--- src/sv/rrts_pkg.sv ---
// shared types and constants for the round-robin task scheduler
// no dependencies; imported by round_robin_task_scheduler_unit and the bench
package rrts_pkg;

    localparam int TASKS_DEF = 8;

    // per-slot task state codes
    typedef enum logic [1:0] {
        TS_UNUSED  = 2'd0,
        TS_READY   = 2'd1,
        TS_RUNNING = 2'd2,
        TS_DEAD    = 2'd3
    } task_state_t;

    // result status codes
    localparam logic [2:0] STATUS_OK     = 3'd0;
    localparam logic [2:0] STATUS_NOFREE = 3'd1;
    localparam logic [2:0] STATUS_BADID  = 3'd2;
    localparam logic [2:0] STATUS_PANIC  = 3'd3;
    localparam logic [2:0] STATUS_NORUN  = 3'd4;

    // operation codes
    localparam logic [1:0] OP_TRAP   = 2'd0;
    localparam logic [1:0] OP_CREATE = 2'd1;
    localparam logic [1:0] OP_KILL   = 2'd2;

    // trap cause decoding
    localparam logic [30:0] TIMER_CODE = 31'd16;
    localparam logic [31:0] ECALL_CODE = 32'd11;

    // input and result widths
    localparam int IN_W  = 80;
    localparam int OUT_W = 16;

endpackage

--- src/sv/round_robin_task_scheduler_unit.sv ---
// round-robin task scheduler: task table, running task and trap/create/kill sequencer
// depends on rrts_pkg
//
// Takes one event at a time (trap, create or kill) and answers each with exactly one
// result. The task table sits in a small memory with one read and one write port, read
// one slot per cycle, and every slot search (next ready task, first free slot) is a
// sequential scan through the read port. The shortest events are a simple trap and a bad
// kill id; the longest is a kill of the running task followed by a full scan.
// After reset all slots read as unused through per-slot valid bits, so no clearing
// pass is needed. The input side is ready again while the previous result still waits
// in the output register. An unknown exception halts the block until reset.
module round_robin_task_scheduler_unit
    import rrts_pkg::*;
#(
    parameter int TASKS = TASKS_DEF
)
(
    input  logic             clk,
    input  logic             rst_n,
    input  logic             s_tvalid,
    output logic             s_tready,
    // [1:0] op, [33:2] trap_cause, [65:34] syscall_number, [73:66] target_task
    input  logic [IN_W-1:0]  s_tdata,
    output logic             m_tvalid,
    input  logic             m_tready,
    // [2:0] status, [5:3] task_index, [6] switched, [7] advance_pc, [8] ack_timer
    output logic [OUT_W-1:0] m_tdata
);

    localparam int IW = (TASKS > 1) ? $clog2(TASKS) : 1;
    localparam logic [IW-1:0] LAST_SLOT = IW'(TASKS - 1);

    typedef enum logic [2:0] {
        S_IDLE,
        S_DECODE,
        S_KWAIT,
        S_KCHK,
        S_PICK,
        S_FILL,
        S_SCAN,
        S_OUT
    } state_t;

    state_t            state_reg, state_next;
    logic [1:0]        op_reg, op_next;
    logic [31:0]       cause_reg, cause_next;
    logic [31:0]       sysno_reg, sysno_next;
    logic [7:0]        target_reg, target_next;
    logic [IW-1:0]     addr_reg, addr_next;
    logic [IW-1:0]     cnt_reg, cnt_next;
    logic              create_reg, create_next;
    logic              demote_reg, demote_next;
    logic [2:0]        status_reg, status_next;
    logic              adv_reg, adv_next;
    logic              ack_reg, ack_next;
    logic              created_reg, created_next;
    logic [IW-1:0]     slot_reg, slot_next;
    logic [IW-1:0]     old_idx_reg, old_idx_next;
    logic              old_valid_reg, old_valid_next;
    logic [IW-1:0]     run_idx_reg, run_idx_next;
    logic              run_valid_reg, run_valid_next;
    logic              halted_reg, halted_next;
    logic              m_tvalid_reg, m_tvalid_next;
    logic [OUT_W-1:0]  m_tdata_reg, m_tdata_next;

    // task table memory, read data registered along with its slot index
    task_state_t       task_mem [TASKS];
    logic [TASKS-1:0]  vld_reg;
    task_state_t       mem_q_reg;
    logic [IW-1:0]     q_idx_reg;

    logic              wr_en;
    logic [IW-1:0]     wr_addr;
    task_state_t       wr_data;

    logic              scan_hit;
    logic              switched;
    logic [IW+2:0]     idx_ext;
    logic [IW+2:0]     run_ext;

    function automatic logic [IW-1:0] next_slot(input logic [IW-1:0] idx);
        logic [IW-1:0] r;
        if (idx == LAST_SLOT)
        begin
            r = '0;
        end
        else
        begin
            r = idx + 1'b1;
        end
        return r;
    endfunction

    always_ff @(posedge clk)
    begin
        if (wr_en)
        begin
            task_mem[wr_addr] <= wr_data;
        end
        mem_q_reg <= vld_reg[addr_reg] ? task_mem[addr_reg] : TS_UNUSED;
        q_idx_reg <= addr_reg;
    end

    always_ff @(posedge clk or negedge rst_n)
    begin
        if (!rst_n)
        begin
            vld_reg <= '0;
        end
        else if (wr_en)
        begin
            vld_reg[wr_addr] <= 1'b1;
        end
    end

    assign scan_hit = create_reg ? (mem_q_reg == TS_UNUSED || mem_q_reg == TS_DEAD)
                                 : (mem_q_reg == TS_READY);

    assign switched = (old_valid_reg != run_valid_reg) ||
                      (run_valid_reg && (old_idx_reg != run_idx_reg));
    assign idx_ext  = created_reg ? {3'b000, slot_reg} : {3'b000, run_idx_reg};
    assign run_ext  = {3'b000, run_idx_reg};

    always_comb
    begin
        state_next     = state_reg;
        op_next        = op_reg;
        cause_next     = cause_reg;
        sysno_next     = sysno_reg;
        target_next    = target_reg;
        addr_next      = addr_reg;
        cnt_next       = cnt_reg;
        create_next    = create_reg;
        demote_next    = demote_reg;
        status_next    = status_reg;
        adv_next       = adv_reg;
        ack_next       = ack_reg;
        created_next   = created_reg;
        slot_next      = slot_reg;
        old_idx_next   = old_idx_reg;
        old_valid_next = old_valid_reg;
        run_idx_next   = run_idx_reg;
        run_valid_next = run_valid_reg;
        halted_next    = halted_reg;
        m_tvalid_next  = m_tvalid_reg;
        m_tdata_next   = m_tdata_reg;
        wr_en          = 1'b0;
        wr_addr        = addr_reg;
        wr_data        = TS_UNUSED;

        if (m_tvalid_reg && m_tready)
        begin
            m_tvalid_next = 1'b0;
        end

        case (state_reg)
            S_IDLE:
            begin
                if (s_tvalid)
                begin
                    op_next     = s_tdata[1:0];
                    cause_next  = s_tdata[33:2];
                    sysno_next  = s_tdata[65:34];
                    target_next = s_tdata[73:66];
                    state_next  = S_DECODE;
                end
            end

            S_DECODE:
            begin
                status_next    = STATUS_OK;
                adv_next       = 1'b0;
                ack_next       = 1'b0;
                created_next   = 1'b0;
                demote_next    = 1'b1;
                old_idx_next   = run_idx_reg;
                old_valid_next = run_valid_reg;
                state_next     = S_OUT;
                if (halted_reg)
                begin
                    status_next = STATUS_PANIC;
                end
                else
                begin
                    case (op_reg)
                        OP_TRAP:
                        begin
                            if (cause_reg[31])
                            begin
                                if (cause_reg[30:0] == TIMER_CODE)
                                begin
                                    ack_next   = 1'b1;
                                    state_next = S_PICK;
                                end
                            end
                            else if (cause_reg == ECALL_CODE)
                            begin
                                adv_next = 1'b1;
                                if (sysno_reg == 32'd0)
                                begin
                                    state_next = S_PICK;
                                end
                            end
                            else
                            begin
                                halted_next = 1'b1;
                                status_next = STATUS_PANIC;
                            end
                        end
                        OP_CREATE:
                        begin
                            create_next = 1'b1;
                            addr_next   = '0;
                            state_next  = S_FILL;
                        end
                        OP_KILL:
                        begin
                            if (target_reg >= 8'(TASKS))
                            begin
                                status_next = STATUS_BADID;
                            end
                            else
                            begin
                                addr_next  = target_reg[IW-1:0];
                                state_next = S_KWAIT;
                            end
                        end
                        default:
                        begin
                            state_next = S_OUT;
                        end
                    endcase
                end
            end

            S_KWAIT:
            begin
                state_next = S_KCHK;
            end

            S_KCHK:
            begin
                state_next = S_OUT;
                if (mem_q_reg == TS_READY || mem_q_reg == TS_RUNNING)
                begin
                    wr_en   = 1'b1;
                    wr_addr = q_idx_reg;
                    wr_data = TS_DEAD;
                    if (run_valid_reg && (run_idx_reg == q_idx_reg))
                    begin
                        // killed slot stays dead, no demotion before the search
                        demote_next = 1'b0;
                        state_next  = S_PICK;
                    end
                end
            end

            S_PICK:
            begin
                if (demote_reg && run_valid_reg)
                begin
                    wr_en   = 1'b1;
                    wr_addr = run_idx_reg;
                    wr_data = TS_READY;
                end
                create_next = 1'b0;
                addr_next   = next_slot(run_idx_reg);
                state_next  = S_FILL;
            end

            S_FILL:
            begin
                addr_next  = next_slot(addr_reg);
                cnt_next   = '0;
                state_next = S_SCAN;
            end

            S_SCAN:
            begin
                addr_next = next_slot(addr_reg);
                if (scan_hit)
                begin
                    wr_en      = 1'b1;
                    wr_addr    = q_idx_reg;
                    state_next = S_OUT;
                    if (create_reg)
                    begin
                        wr_data      = TS_READY;
                        created_next = 1'b1;
                        slot_next    = q_idx_reg;
                    end
                    else
                    begin
                        wr_data        = TS_RUNNING;
                        run_idx_next   = q_idx_reg;
                        run_valid_next = 1'b1;
                    end
                end
                else if (cnt_reg == LAST_SLOT)
                begin
                    state_next = S_OUT;
                    if (create_reg)
                    begin
                        status_next = STATUS_NOFREE;
                    end
                    else
                    begin
                        run_valid_next = 1'b0;
                        status_next    = STATUS_NORUN;
                    end
                end
                else
                begin
                    cnt_next = cnt_reg + 1'b1;
                end
            end

            S_OUT:
            begin
                if (!m_tvalid_reg || m_tready)
                begin
                    m_tvalid_next = 1'b1;
                    if (halted_reg && status_reg == STATUS_PANIC)
                    begin
                        // halted: only status and running index are reported
                        m_tdata_next = {7'd0, 1'b0, 1'b0, 1'b0, run_ext[2:0], STATUS_PANIC};
                    end
                    else
                    begin
                        m_tdata_next = {7'd0, ack_reg, adv_reg, switched, idx_ext[2:0],
                                        status_reg};
                    end
                    state_next = S_IDLE;
                end
            end

            default:
            begin
                state_next = S_IDLE;
            end
        endcase
    end

    always_ff @(posedge clk or negedge rst_n)
    begin
        if (!rst_n)
        begin
            state_reg     <= S_IDLE;
            run_idx_reg   <= '0;
            run_valid_reg <= 1'b0;
            halted_reg    <= 1'b0;
            m_tvalid_reg  <= 1'b0;
            create_reg    <= 1'b0;
            demote_reg    <= 1'b0;
            cnt_reg       <= '0;
            addr_reg      <= '0;
        end
        else
        begin
            state_reg     <= state_next;
            run_idx_reg   <= run_idx_next;
            run_valid_reg <= run_valid_next;
            halted_reg    <= halted_next;
            m_tvalid_reg  <= m_tvalid_next;
            create_reg    <= create_next;
            demote_reg    <= demote_next;
            cnt_reg       <= cnt_next;
            addr_reg      <= addr_next;
        end
    end

    // transaction payload and per-item scratch, no reset needed
    always_ff @(posedge clk)
    begin
        op_reg        <= op_next;
        cause_reg     <= cause_next;
        sysno_reg     <= sysno_next;
        target_reg    <= target_next;
        status_reg    <= status_next;
        adv_reg       <= adv_next;
        ack_reg       <= ack_next;
        created_reg   <= created_next;
        slot_reg      <= slot_next;
        old_idx_reg   <= old_idx_next;
        old_valid_reg <= old_valid_next;
        m_tdata_reg   <= m_tdata_next;
    end

    assign s_tready = (state_reg == S_IDLE);
    assign m_tvalid = m_tvalid_reg;
    assign m_tdata  = m_tdata_reg;

endmodule

--- config.mk ---
export PLATFORM = sky130hd
export DESIGN_NAME = round_robin_task_scheduler_unit
export DESIGN_NICKNAME = d
export VERILOG_FILES = /design/src/sv/rrts_pkg.sv /design/src/sv/round_robin_task_scheduler_unit.sv
export SDC_FILE = /design/constraint.sdc
export NUM_CORES = 1
export LEC_CHECK = 0
export ABC_AREA = 1
export ABC_CLOCK_PERIOD_IN_PS = 5300
export BUFFER_PORTS_ARGS = -buffer_cell sky130_fd_sc_hd__buf_4
export CORE_UTILIZATION = 56
export CTS_CLUSTER_SIZE = 25
export DETAILED_ROUTE_END_ITERATION = 12
export PLACE_DENSITY = 0.8
export SYNTH_ARGS = -nofsm -noshare
export SYNTH_HDL_FRONTEND = slang
export SYNTH_SLANG_ARGS = --single-unit
--- constraint.sdc ---
create_clock -name clk -period 5.3 [get_ports clk]
set_clock_uncertainty 0.2 [all_clocks]
set_input_delay 0.795 -clock clk [delete_from_list [all_inputs] [get_ports clk]]
set_output_delay 0.795 -clock clk [all_outputs]
set_load 0.01 [all_outputs]
==> impl_metrics.tcl <==
set metrics [dict create \
    status "finished clean" \
    final_cell_mix "edfxtp_1, nor2_1, buf_4, nand2_1, inv_1" \
    post-route-period-util_pct 49.15 \
    wl_per_cell_um 14.54 \
    rows 36 \
    path_clk_slew_ns 0.07 \
    antenna_found_initial 0 \
    synth-edff-count 112 \
    ys_ff_latch 142 \
    placed_area_sq_um 6636 \
    cts_tree "yes" \
    synthCells 487 \
    power.total_w 0.003625 \
    slew_headroom_pct 41.42 \
    fin_tns_setup_ns 0 \
    fin_crit_ns 2.605 \
    synth.distinct_cells 43 \
    final_util_pct 72.57 \
    start_kind "flip-flop" \
    fmax_ghz 0.3839 \
    grt_max_degree 75 \
    nFillCells 617 \
    synth_ff_type "edfxtp_1" \
    cts_made_buffers 17 \
    tightestPinTransition_ns 0.8787 \
    start_util_pct 58.92 \
    p_leak_nw 2.920 \
    layout_commonest_cell "edfxtp_1" \
    mappedNetlistArea_sq_um 5866 \
    report.final.slew_viol_count 0 \
    min_to "cause_reg[22]$_DFFE_PP_" \
    crit_path_end_kind "primary output" \
    rr_worst_depth 6 \
    slowest_delay_ns 0.50 \
    nets 678 \
    holdCritStartpoint "s_tdata[24]" \
    drive_above_1_share_pct 26.83 \
    postSynthAreaPerCell_sq_um 12.04 \
    yosysSeqAreaShare_pct 69.71 \
    ir_drop_v 0.0002675 \
    hpwl_um 7412 \
    rsz0062_at_grt "false" \
    clk_path_buf_depth 2 \
    cts_resized 0 \
    syn2layout_area_growth_pct 23.17 \
    crit-reg2reg-capture "cause_reg[30]$_DFFE_PP_" \
    die_h_um 104.3 \
    grt_pass1_wl_um 17270 \
    wl_um 10660 \
    hold_path.class "primary input to flip-flop" \
    critical_path_class "flip-flop to primary output" \
    cap_violations 0 \
    r2r_start "state_reg[1]$_DFFE_PN0P_" \
    synthArstFlopShare_pct 17.61 \
    min_delay_path_depth 1 \
    cp.buffers_inverters 2 \
    cp.arrival_ns 1.61 \
    worstPathMaxFanout 7 \
    hold_violations 0 \
    clkLatencyLatePin_ns 0.53 \
    cp_slowest_cell "dfrtp_1" \
    grt.overflow.total 0 \
    grt_pass1_vias 3795 \
    clockRootBuffer "clkbuf_8" \
    crit_family "flip-flops" \
    ioPinCount 102 \
    core-area_sq_um 9955 \
    ys_warn_count 0 \
    dieArea_sq_um 10890 \
    avgViaCountPerCell 5.149 \
    setup_viol 0 \
    reg2reg_setup_slack_ns 2.89 \
    power_density_nw_per_um2 501.8 \
    antenna_cells 0 \
    first_pass_iters 4 \
    clock_sinks 142 \
    gr-usage-all-layers_pct 20.93 \
    h-tree-depth 4 \
    drt_iter0_drc 266 \
    die_w_um 104.3 \
    post-route-drc-count 0 \
    finalInstanceArea_sq_um 7224 \
    vias 3774 \
    gp_congestion 0.8479 \
    port_buffers 88 \
    drtAntennaViolNets 0 \
    path_cells "inv_2 -> nand2_4 -> nor2_1 -> buf_4" \
    required_ns 4.30 \
]
-- power breakdown --
group / switching, W / total (W) / internal, W
Combinational: 0.000540 / 0.000845 / 0.000305
Sequential: 0.000165 / 0.00164 / 0.00147
Clock: 0.000493 / 0.00114 / 0.000648
Total: 0.00120 / 0.00363 / 0.00243
-- through the flow --
| stage | setup WS, ns | hold slack, ns | instances |
|---|---|---|---|
| 2_1_floorplan | 0.5750 | 0.1693 | 493 |
| 3_3_place_gp | 3.016 | 0.2260 | 700 |
| 3_5_place_dp | 2.940 | 0.2302 | 700 |
| 4_1_cts | 2.703 | 0.2236 | 733 |
| 5_1_grt | 2.643 | 0.2179 | 733 |
| 6_report | 2.695 | 0.2404 | 733 |
-- logic make-up (layout without fill, tap and decap cells) --
logic type / count (synthesis) / in the layout / synth area share [%]
and+or+nand+nor: 200 / 200 / 15.40
other: 1 / 7 / 0.06393
AOI/OAI and AO/OA: 66 / 66 / 7.402
DFF: 142 / 142 / 69.71
xor gates and xnor gates: 3 / 3 / 0.4480
adders and majority gates: 7 / 7 / 1.493
muxes: 3 / 3 / 0.5546
buffers and inverters: 65 / 172 / 4.928
-- cell usage after synthesis (2+ instances only) --
library cell | number | area (sq um)
clkbuf_1 | 6 | 22.52
a31oi_1 | 4 | 25.02
nand2_1 | 72 | 270.3
nor4_1 | 2 | 12.51
a21oi_1 | 9 | 45.04
nand3_4 | 4 | 70.07
dfrtp_1 | 25 | 625.6
o21ai_0 | 27 | 135.1
edfxtp_1 | 112 | 3363
inv_1 | 41 | 153.9
o21ai_1 | 3 | 15.01
nand2_2 | 6 | 37.54
o31ai_1 | 2 | 15.01
o22ai_1 | 4 | 25.02
o21ai_2 | 4 | 35.03
nor2_1 | 90 | 337.8
dfxtp_1 | 5 | 100.1
xnor2_1 | 3 | 26.28
ha_1 | 7 | 87.58
nand2_4 | 2 | 22.52
inv_2 | 6 | 22.52
a21oi_4 | 2 | 32.53
mux2_2 | 2 | 22.52
nand4_1 | 2 | 12.51
o21bai_2 | 4 | 45.04
buf_4 | 8 | 60.06
nand3_1 | 17 | 85.08
inv_4 | 3 | 18.77
-- per-layer routing --
metal  up-vias  GRT usage, %  wire length [um]
li1       1851             -                 -
met1      1761         23.67              4283
met2       135         35.43              5423
met3        27         6.767               626
met4         0         10.71               323
met5         -             0                 0
-- cell type report --
class | instances | area (sq um) | area share (%)
inverters | 50 | 195.2 | 2.702
repair buffers | 90 | 678.2 | 9.387
clock inverters | 15 | 163.9 | 2.269
multi-input cells | 286 | 1518 | 21.01
well taps | 133 | 166.4 | 2.303
flip-flops and latches | 142 | 4089 | 56.60
clock buffers | 17 | 414.1 | 5.733
-- timing repair --
| item | 4_1_cts | 5_1_grt |
|---|---|---|
| hold buffers | 1 | 0 |
| buffers inserted | 0 | 0 |
| endpoints found under the hold margin | 25 | 0 |
-- worst max-delay path by stage --
stage,from,to,slack (ns),cells past startpoint
2_1_floorplan,state_reg[1]$_DFFE_PN0P_,cause_reg[0]$_DFFE_PP_,0.58,6
3_3_place_gp,s_tvalid,cause_reg[8]$_DFFE_PP_,3.02,4
3_5_place_dp,state_reg[1]$_DFFE_PN0P_,cause_reg[11]$_DFFE_PP_,2.94,6
4_1_cts,state_reg[1]$_DFFE_PN0P_,s_tready,2.70,4
5_1_grt,state_reg[1]$_DFFE_PN0P_,s_tready,2.64,4
6_report,state_reg[1]$_DFFE_PN0P_,s_tready,2.69,4
No activity file was read; power rests on OpenSTA's default activity.
